--- src/hdl/frp_pkg.sv ---
`timescale 1ns / 1ps
// ----------------------------------------------------------------------------
// frp_pkg
// Shared constants and types for the Fletcher reply parser.
// ----------------------------------------------------------------------------
package frp_pkg;

	localparam logic [7:0] SYNC_FIRST       = 8'h75;
	localparam logic [7:0] SYNC_SECOND      = 8'h65;
	localparam logic [7:0] DESCRIPTOR_RESET = 8'h01;
	localparam logic [7:0] ACK_ZERO         = 8'h00;

	// One finished packet as it leaves the parser core.
	typedef struct packed {
		logic       valid;
		logic       checksum_ok;
		logic       ack_ok;
		logic [7:0] payload_length;
	} frp_result_t;

endpackage

--- src/hdl/fletcher_reply_parser.sv ---
`timescale 1ns / 1ps
// ----------------------------------------------------------------------------
// fletcher_reply_parser
// Byte-serial parser for sync-framed reply packets with a Fletcher-style 16-bit check whose sums wrap modulo 256.
// ----------------------------------------------------------------------------
// The parser accepts one received byte per clock cycle while in_stall is low
// and gives one result beat per completed packet. The last check byte is held
// in the input register, and the result beat is registered in the output
// register when that byte moves on. The packet state machine and both Fletcher
// sums update once per byte, so the sustained rate is one byte per cycle; it
// drops only while a finished result waits in the output register and the
// next packet is also complete. The expected descriptor is written through
// cfg_wr_en and cfg_wr_data and resets to 1; the user must write it only while
// no byte is in flight, as the block itself does not enforce this.
// ----------------------------------------------------------------------------
module fletcher_reply_parser import frp_pkg::*; (
	input  logic       clk,
	input  logic       arst_n,
	input  logic       cfg_wr_en,
	input  logic [7:0] cfg_wr_data,
	input  logic       in_valid,
	output logic       in_stall,
	input  logic [7:0] rx_byte,
	output logic       out_valid,
	input  logic       out_stall,
	output logic       checksum_ok,
	output logic       ack_ok,
	output logic [7:0] payload_length
);

	logic        valid_s1;
	logic [7:0]  byte_s1;
	logic        advance;
	logic        at_last_byte;
	logic        out_free;
	logic [7:0]  descriptor_q;
	frp_result_t result;

	// Descriptor register.
	always_ff @(posedge clk or negedge arst_n) begin
		if (!arst_n) begin
			descriptor_q <= DESCRIPTOR_RESET;
		end else if (cfg_wr_en) begin
			descriptor_q <= cfg_wr_data;
		end
	end

	// A held beat moves on unless it completes a packet with the output full.
	assign advance = valid_s1 && (!at_last_byte || out_free);

	frp_in_stage u_in (
		.clk      (clk),
		.arst_n   (arst_n),
		.in_valid (in_valid),
		.in_stall (in_stall),
		.rx_byte  (rx_byte),
		.advance  (advance),
		.valid_s1 (valid_s1),
		.byte_s1  (byte_s1)
	);

	frp_core u_core (
		.clk                 (clk),
		.arst_n              (arst_n),
		.step_en             (advance),
		.byte_s1             (byte_s1),
		.expected_descriptor (descriptor_q),
		.at_last_byte        (at_last_byte),
		.result              (result)
	);

	frp_out_stage u_out (
		.clk            (clk),
		.arst_n         (arst_n),
		.result         (result),
		.free           (out_free),
		.out_valid      (out_valid),
		.out_stall      (out_stall),
		.checksum_ok    (checksum_ok),
		.ack_ok         (ack_ok),
		.payload_length (payload_length)
	);

	// The input side stalls only behind a full result register and a final byte.
	assert property (@(posedge clk) disable iff (!arst_n)
		in_stall |-> (valid_s1 && at_last_byte && out_valid && out_stall))
		else $error("input stalled without a blocked result");

	// A new result always comes from a byte held in the input register.
	assert property (@(posedge clk) disable iff (!arst_n)
		$rose(out_valid) |-> $past(valid_s1 && at_last_byte))
		else $error("result appeared without a completing byte");

	// A completed packet is never dropped while the output is blocked.
	assert property (@(posedge clk) disable iff (!arst_n)
		(result.valid && !out_free) |-> 1'b0)
		else $error("result produced while output register is full");

endmodule

--- src/hdl/frp_in_stage.sv ---
`timescale 1ns / 1ps
// ----------------------------------------------------------------------------
// frp_in_stage
// Input register that holds one received byte until the core consumes it.
// ----------------------------------------------------------------------------
module frp_in_stage (
	input  logic       clk,
	input  logic       arst_n,
	input  logic       in_valid,
	output logic       in_stall,
	input  logic [7:0] rx_byte,
	input  logic       advance,
	output logic       valid_s1,
	output logic [7:0] byte_s1
);

	// The stage is stalled only while it holds a beat that cannot move on.
	assign in_stall = valid_s1 && !advance;

	// Valid flag of the held beat.
	always_ff @(posedge clk or negedge arst_n) begin
		if (!arst_n) begin
			valid_s1 <= 1'b0;
		end else if (!valid_s1 || advance) begin
			valid_s1 <= in_valid;
		end
	end

	// Payload of the held beat.
	always_ff @(posedge clk) begin
		if ((!valid_s1 || advance) && in_valid) begin
			byte_s1 <= rx_byte;
		end
	end

endmodule

--- src/hdl/frp_core.sv ---
`timescale 1ns / 1ps
// ----------------------------------------------------------------------------
// frp_core
// Packet state machine and Fletcher sums; processes one byte per step.
// ----------------------------------------------------------------------------
module frp_core import frp_pkg::*; (
	input  logic        clk,
	input  logic        arst_n,
	input  logic        step_en,
	input  logic [7:0]  byte_s1,
	input  logic [7:0]  expected_descriptor,
	output logic        at_last_byte,
	output frp_result_t result
);

	localparam logic [2:0] PH_HUNT1   = 3'd0;
	localparam logic [2:0] PH_HUNT2   = 3'd1;
	localparam logic [2:0] PH_DESC    = 3'd2;
	localparam logic [2:0] PH_LEN     = 3'd3;
	localparam logic [2:0] PH_PAYLOAD = 3'd4;
	localparam logic [2:0] PH_CHECK1  = 3'd5;
	localparam logic [2:0] PH_CHECK2  = 3'd6;

	logic [2:0] phase_q,      phase_d;
	logic [7:0] sum_first_q,  sum_first_d;
	logic [7:0] sum_second_q, sum_second_d;
	logic [7:0] bytes_left_q, bytes_left_d;
	logic [7:0] length_q,     length_d;
	logic [7:0] before_q,     before_d;
	logic [7:0] check1_q,     check1_d;
	logic [7:0] add_first;
	logic [7:0] add_second;

	// Running Fletcher sums with the current byte folded in.
	assign add_first  = sum_first_q + byte_s1;
	assign add_second = sum_second_q + add_first;

	// The second check byte is the only one that completes a packet.
	assign at_last_byte = (phase_q == PH_CHECK2);

	assign result.valid          = step_en && at_last_byte;
	assign result.checksum_ok    = (check1_q == sum_first_q) && (byte_s1 == sum_second_q);
	assign result.ack_ok         = (before_q == ACK_ZERO);
	assign result.payload_length = length_q;

	// Next-state logic for one received byte.
	always_comb begin
		phase_d      = phase_q;
		sum_first_d  = sum_first_q;
		sum_second_d = sum_second_q;
		bytes_left_d = bytes_left_q;
		length_d     = length_q;
		before_d     = before_q;
		check1_d     = check1_q;
		case (phase_q)
			PH_HUNT2: begin
				if (byte_s1 == SYNC_SECOND) begin
					sum_first_d  = add_first;
					sum_second_d = add_second;
					phase_d      = PH_DESC;
				end else begin
					phase_d = PH_HUNT1;
				end
			end
			PH_DESC: begin
				if (byte_s1 == expected_descriptor) begin
					sum_first_d  = add_first;
					sum_second_d = add_second;
					phase_d      = PH_LEN;
				end else begin
					phase_d = PH_HUNT1;
				end
			end
			PH_LEN: begin
				sum_first_d  = add_first;
				sum_second_d = add_second;
				length_d     = byte_s1;
				bytes_left_d = byte_s1;
				before_d     = byte_s1;
				phase_d      = (byte_s1 == 8'd0) ? PH_CHECK1 : PH_PAYLOAD;
			end
			PH_PAYLOAD: begin
				sum_first_d  = add_first;
				sum_second_d = add_second;
				before_d     = byte_s1;
				bytes_left_d = bytes_left_q - 8'd1;
				if (bytes_left_q == 8'd1) begin
					phase_d = PH_CHECK1;
				end
			end
			PH_CHECK1: begin
				check1_d = byte_s1;
				phase_d  = PH_CHECK2;
			end
			PH_CHECK2: begin
				phase_d = PH_HUNT1;
			end
			default: begin
				// Hunting the first sync byte; a new packet restarts the sums.
				phase_d = PH_HUNT1;
				if (byte_s1 == SYNC_FIRST) begin
					sum_first_d  = SYNC_FIRST;
					sum_second_d = SYNC_FIRST;
					phase_d      = PH_HUNT2;
				end
			end
		endcase
	end

	// State registers advance once per consumed beat.
	always_ff @(posedge clk or negedge arst_n) begin
		if (!arst_n) begin
			phase_q      <= PH_HUNT1;
			sum_first_q  <= 8'd0;
			sum_second_q <= 8'd0;
			bytes_left_q <= 8'd0;
			length_q     <= 8'd0;
			before_q     <= 8'd0;
			check1_q     <= 8'd0;
		end else if (step_en) begin
			phase_q      <= phase_d;
			sum_first_q  <= sum_first_d;
			sum_second_q <= sum_second_d;
			bytes_left_q <= bytes_left_d;
			length_q     <= length_d;
			before_q     <= before_d;
			check1_q     <= check1_d;
		end
	end

endmodule

--- src/hdl/frp_out_stage.sv ---
`timescale 1ns / 1ps
// ----------------------------------------------------------------------------
// frp_out_stage
// Result register that holds a finished packet until the receiver takes it.
// ----------------------------------------------------------------------------
module frp_out_stage import frp_pkg::*; (
	input  logic        clk,
	input  logic        arst_n,
	input  frp_result_t result,
	output logic        free,
	output logic        out_valid,
	input  logic        out_stall,
	output logic        checksum_ok,
	output logic        ack_ok,
	output logic [7:0]  payload_length
);

	// The register can take a new beat when empty or when it is drained now.
	assign free = !out_valid || !out_stall;

	// Valid flag of the held result.
	always_ff @(posedge clk or negedge arst_n) begin
		if (!arst_n) begin
			out_valid <= 1'b0;
		end else if (free) begin
			out_valid <= result.valid;
		end
	end

	// Result fields.
	always_ff @(posedge clk) begin
		if (free && result.valid) begin
			checksum_ok    <= result.checksum_ok;
			ack_ok         <= result.ack_ok;
			payload_length <= result.payload_length;
		end
	end

endmodule
--- config.mk ---
export PLATFORM = sky130hd
export DESIGN_NAME = fletcher_reply_parser
export DESIGN_NICKNAME = d
export VERILOG_FILES = /design/src/hdl/frp_pkg.sv /design/src/hdl/fletcher_reply_parser.sv /design/src/hdl/frp_in_stage.sv /design/src/hdl/frp_core.sv /design/src/hdl/frp_out_stage.sv
export SDC_FILE = /design/constraint.sdc
export NUM_CORES = 1
export LEC_CHECK = 0
export ABC_AREA = 1
export BUFFER_PORTS_ARGS = -buffer_cell sky130_fd_sc_hd__buf_2
export CAP_MARGIN = 25
export CORE_UTILIZATION = 45
export CTS_CLUSTER_DIAMETER = 80
export DETAILED_ROUTE_END_ITERATION = 8
export PLACE_DENSITY = 0.74
export SYNTH_ARGS = -nofsm -noshare
export SYNTH_HDL_FRONTEND = slang
export SYNTH_SLANG_ARGS = --single-unit
--- constraint.sdc ---
create_clock -name clk -period 3.7 [get_ports clk]
set_clock_uncertainty 0.2 [all_clocks]
set_input_delay 1.11 -clock clk [delete_from_list [all_inputs] [get_ports clk]]
set_output_delay 1.11 -clock clk [all_outputs]
set_load 0.03 [all_outputs]
* After elaboration in Yosys (flattened, before gate mapping) *
Index checks and enable logic that the tools add are counted.

word-level totals
  flip-flop bits (word level) = 79
  output and inout port bits = 12
  logic and storage cells = 73

operators by class
  $add $sub $neg = 3
  eq/ne operators = 15
  muxes and demuxes = 14
  bitwise gates (word level) = 1
  reduce and logical (&&, ||, !) cells = 26

operator list
  kind                                                                   number
  8-bit case mux with 4 select lines                                     2
  8-bit 2-to-1 mux                                                       5
  8-bit equality test                                                    3
  3-bit case mux with 6 select lines                                     1
  8-bit adder                                                            2
  8-bit by 7-bit equality test with 1-bit output, second input constant  2
  8-bit zero test                                                        2
  8-bit case mux with 2 select lines                                     1
  2-bit AND reduction                                                    5
  3-bit equality test, second input constant                             3
  8-bit by 1-bit equality test with 1-bit output, second input constant  1
  8-bit by 1-bit subtractor with 8-bit output, second input constant     1
  3-bit by 2-bit equality test with 1-bit output, second input constant  2
  1-bit logical AND                                                      6
  2-bit by 1-bit != test with 1-bit output, second input constant        3
  1-bit zero test                                                        5
  5-bit AND reduction                                                    1
  2-bit 2-to-1 mux                                                       2
  4-bit nonzero test                                                     1
  2-bit OR reduction                                                     2
  3-bit by 1-bit equality test with 1-bit output, second input constant  1
  1-bit logical OR                                                       3
  3-bit 2-to-1 mux                                                       1
  1-bit 2-to-1 mux                                                       2
  other kinds (2)                                                        2

* Depth between registers and ports, before layout *
  depth in word-level cells = 6
  gate-level depth with buffers = 15
  mapped depth without buffers = 15

* Modules after synthesis *
A second synthesis with hierarchy kept.

second synthesis, totals
  cells, all modules = 518
  area, all modules = 4393.0 um^2

modules (own cells, without submodules)
  module                 times used  cells each  area each (um^2)  sequential area each (um^2)
  frp_core               1           452         3428.3            1276.2
  frp_out_stage          1           15          341.6             325.3
  fletcher_reply_parser  1           36          325.3             201.4
  frp_in_stage           1           15          297.8             265.3

* Worst setup path after synthesis *
Ideal clock, no wire load.

  path type = input port to output port
  from = input out_stall
  to = output in_stall
  arrival = 1.861 ns
  required time = 2.390 ns
  setup slack = 0.529 ns
  stages on the path = 4
  path buffers = 0
  path through = nand2_1 > nor2_2 > inv_1 > nor2_1

between the ends
  longest elaborated chain between the ends = 6

ends and longest elaborated chain
  item               line                         text
  start, declared    fletcher_reply_parser.sv:25  input logic out_stall,
  1-bit zero test    frp_out_stage.sv:19          assign free = !out_valid || !out_stall;
  1-bit logical OR   frp_out_stage.sv:19
  1-bit logical OR   fletcher_reply_parser.sv:49  assign advance = valid_s1 && (!at_last_byte || out_free);
  1-bit logical AND  fletcher_reply_parser.sv:49
  1-bit zero test    frp_in_stage.sv:18           assign in_stall = valid_s1 && !advance;
  1-bit logical AND  frp_in_stage.sv:18
  end, declared      fletcher_reply_parser.sv:22  output logic in_stall,

Every way passes these cells.

* Worst setup path after layout *
Same ends and word-level chain as after synthesis.

==> impl_metrics.env <==
export IMPL_critical_path_max_stage_delay_ps=220
export IMPL_nets=563
export IMPL_ant_nets=0
export IMPL_count_of_cells_resized_by_post_cts_repair=0
export IMPL_syn_num_nets=527
export IMPL_worstHoldPathType="reg2reg"
export IMPL_power_internal_mw=1.791
export IMPL_critical_path_slowest_cell="buf_2"
export IMPL_area_growth_pct=10.89
export IMPL_clk_latency_ps=350
export IMPL_detailedRoute_firstIterationViolations=234
export IMPL_detailedPlacementHpwl_um=6765
export IMPL_buffering_stage_count_on_the_worst_path_with_inverters_included=3
export IMPL_route_final_wire_length_um=9290
export IMPL_max_vdd_ir_drop_v=0.0002801
export IMPL_port_buffers=32
export IMPL_number_of_cell_rows=35
export IMPL_synth_seq_area_share=0.4838
export IMPL_worst_path_most_repeated_cell="buf_2"
export IMPL_power_switching_fraction=0.3891
export IMPL_stdcell_count=657
export IMPL_floorplan_die_area_um2=9894
export IMPL_outcome="complete, no violations"
export IMPL_vias_in_the_first_global_route=3172
export IMPL_slew_violations=0
export IMPL_report_final_hold_viol_count=0
export IMPL_grt_antenna_before_repair=0
export IMPL_cell_family_contributing_the_most_delay_on_the_critical_path="simple AND/OR/NAND/NOR gates"
export IMPL_drive_above_1_share=0.1591
export IMPL_crit_cells=6
export IMPL_crit_path_cell_trace="buf_2, nand2_1, nor2_2, inv_1, nor2_1, buf_2"
export IMPL_grt_pass1_wl_um=15450
export IMPL_power_net_switching_mw=1.141
export IMPL_worst_slew_margin_relative_to_its_limit=0.4762
export IMPL_num_antenna_cells=0
export IMPL_num_vias=3388
export IMPL_coreArea_um2=9240
export IMPL_timing_worst_slew_pin_value_ps=785.7
export IMPL_largest_area_contributor_in_the_netlist="dfrtp_1"
export IMPL_finalSetupTns_ps=0
export IMPL_drt_wirelength_per_cell_um=14.14
export IMPL_synthDistinctLibCells=40
export IMPL_cts_sinks=79
export IMPL_global_route_overflow_total=0
export IMPL_final_period_minus_worst_setup_slack_ps=3190
export IMPL_setup_viol_count_final=0
export IMPL_mostFrequentLayoutCell="nand2_1"
export IMPL_clock_tree_root_cell="clkbuf_8"
export IMPL_die_height_um=99.47
export IMPL_ys_warn_count=0
export IMPL_netlist_area_leader_share=0.3512
export IMPL_crit_arrival_ps=1880
export IMPL_maximum_number_of_pins_on_one_net_before_global_route_repair=62
export IMPL_critical_path_class="in2out"
export IMPL_synthesis_area_per_instance_um2=8.779
export IMPL_setup_worst_path_start_class="input port"
export IMPL_syn_area_um2=4275
export IMPL_worst_hold_path_num_cells=0
export IMPL_worst_ep_required_time_ps=2390
export IMPL_p_per_area_nw_per_um2=618.4
export IMPL_register_bit_total_from_synthesis=79
export IMPL_reg2reg_depth=14
export IMPL_place_congestion=0.9496
export IMPL_clkSlewWorstSetupHoldPaths_ps=90
export IMPL_viasPerCell=5.157
export IMPL_power_frac_clock=0.215
export IMPL_worst_path_max_fanout=3
export IMPL_cellLeakagePower_nw=2.193
export IMPL_dpl_cell_count=641
export IMPL_cts_tree="built"
export IMPL_ioPinCount=33
export IMPL_drc=0
export IMPL_cap_violations=0
export IMPL_final_cell_mix="nand2_1, dfrtp_1, inv_1, o21ai_0, buf_2"
export IMPL_clk_path_buf_depth=2
export IMPL_layout_worst_path_cycle_share=0.8623
export IMPL_global_route_total_usage_across_every_layer=0.2027
export IMPL_rsz0062_at_grt="false"
export IMPL_h_tree_depth=3
export IMPL_initial_core_util=0.4627
export IMPL_setup_worst_path_end_class="output pin"
export IMPL_seq_power_share=0.382
export IMPL_cells_after_synth=487
export IMPL_chipWidth_um=99.47
export IMPL_ctsHoldBuffers=0
export IMPL_numCtsBuffers=9
export IMPL_synthTopCellsByArea="dfrtp_1, edfxtp_1, nand2_1"
export IMPL_fmax_ghz=0.3134
export IMPL_firstDrtPassIters=5
export IMPL_power_share_combinational=0.403
export IMPL_post_cts_buffers=0
-- path summary, 6_finish.rpt --
path / startpoint / end / slack (ps)
worst max-delay path: out_stall / in_stall / 510
worst min-delay path: u_core.length_q[3] / u_out.payload_length[3] / 250
worst max register to register: u_in.byte_s1[0] / u_core.sum_second_q[7] / 710
worst min register to register: u_core.length_q[3] / u_out.payload_length[3] / 250
max in group asynchronous: arst_n / descriptor_q[4] / 2060
min in group asynchronous: arst_n / u_core.sum_second_q[1] / 700
-- logic make-up after synthesis --
family	after synthesis	share of synthesized area
AND/OR/NAND/NOR	219	0.2318
flip-flops	79	0.4838
AO/OA/AOI/OAI	77	0.09716
buffers and inverters	62	0.06175
XOR/XNOR	26	0.05326
adder cells (fa/ha/maj)	19	0.05912
multiplexers	5	0.01317
-- cells in the mapped netlist (all sizes together) --
master  number
dfstp        1
nand3b       2
nand2      136
ha          17
buf          9
nand3       29
a31oi        1
inv         52
edfxtp      18
a22oi        1
o21ai       58
o21bai       1
a31o         2
nor3         8
o211ai       3
nor4         1
fa           2
clkbuf       1
xnor2       21
nor3b        1
nor2        24
a21oi       11
xor2         5
mux2         5
or2          4
nand4       14
dfrtp       60
-- flip-flops by register name (all words and copies together) (netlist names) --
| register | count |
|---|---|
| u_core.bytes_left_q | 8 |
| u_core.before_q | 8 |
| u_core.sum_first_q | 8 |
| u_core.phase_q | 3 |
| u_in.byte_s1 | 8 |
| descriptor_q | 8 |
| u_out.out_valid | 1 |
| u_out.payload_length | 8 |
| u_core.length_q | 8 |
| u_core.check1_q | 8 |
| u_core.sum_second_q | 8 |
| u_out.checksum_ok | 1 |
| u_out.ack_ok | 1 |
| u_in.valid_s1 | 1 |
-- cell type report --
| type | count | area (µm²) |
|---|---|---|
| Inverter | 52 | 197.7 |
| Timing Repair Buffer | 35 | 182.7 |
| Fill cell | 869 | 4499 |
| Multi-Input combinational cell | 346 | 1943 |
| Clock inverter | 6 | 60.06 |
| Sequential cell | 79 | 2068 |
| Tap cell | 129 | 161.4 |
| Clock buffer | 10 | 127.6 |
-- worst reg2reg max path, stage by stage, from the launching register on --
cell and delay (ps):
edfxtp_1 510, ha_1 280, fa_1 450, nand3_1 90
nand2_1 60, xnor2_1 150, inv_1 80, ha_1 330
a21oi_1 240, nand3b_1 150, nand3_1 110, inv_1 70
nand2_1 50, nand3_1 60, nand2_1 50
-- power by group through the flow --
stage / Clock (mW) / Combinational, mW / Sequential, mW
3_5_place_dp: 0 / 1.17 / 1.13
5_1_grt: 0.676 / 1.35 / 1.13
2_1_floorplan: 0 / 0.947 / 1.09
4_1_cts: 0.633 / 1.17 / 1.12
3_3_place_gp: 0 / 1.14 / 1.13
6_report: 0.631 / 1.18 / 1.12
-- layer usage --
metal / up-vias / GRT usage / routed length [µm]
li1: 1684 / - / -
met5: - / 0 / 0
met1: 1602 / 0.2848 / 4562
met3: 16 / 0.03443 / 399
met4: 0 / 0.06674 / 180
met2: 86 / 0.3210 / 4148
-- through the flow --
stage	instance area (µm²)	utilization	power, mW	setup WS, ps	hold slack [ps]
detailed placement	4553	0.4928	2.300	511.8	234.1
global route	4741	0.5131	3.158	432.7	266.0
finish	4741	0.5131	2.932	509.7	246.8
global placement	4553	0.4928	2.270	573.2	233.9
CTS	4741	0.5131	2.923	506.5	253.4
floorplan	4275	-	2.037	528.7	225.3
Power figures use the tool's default switching activity.
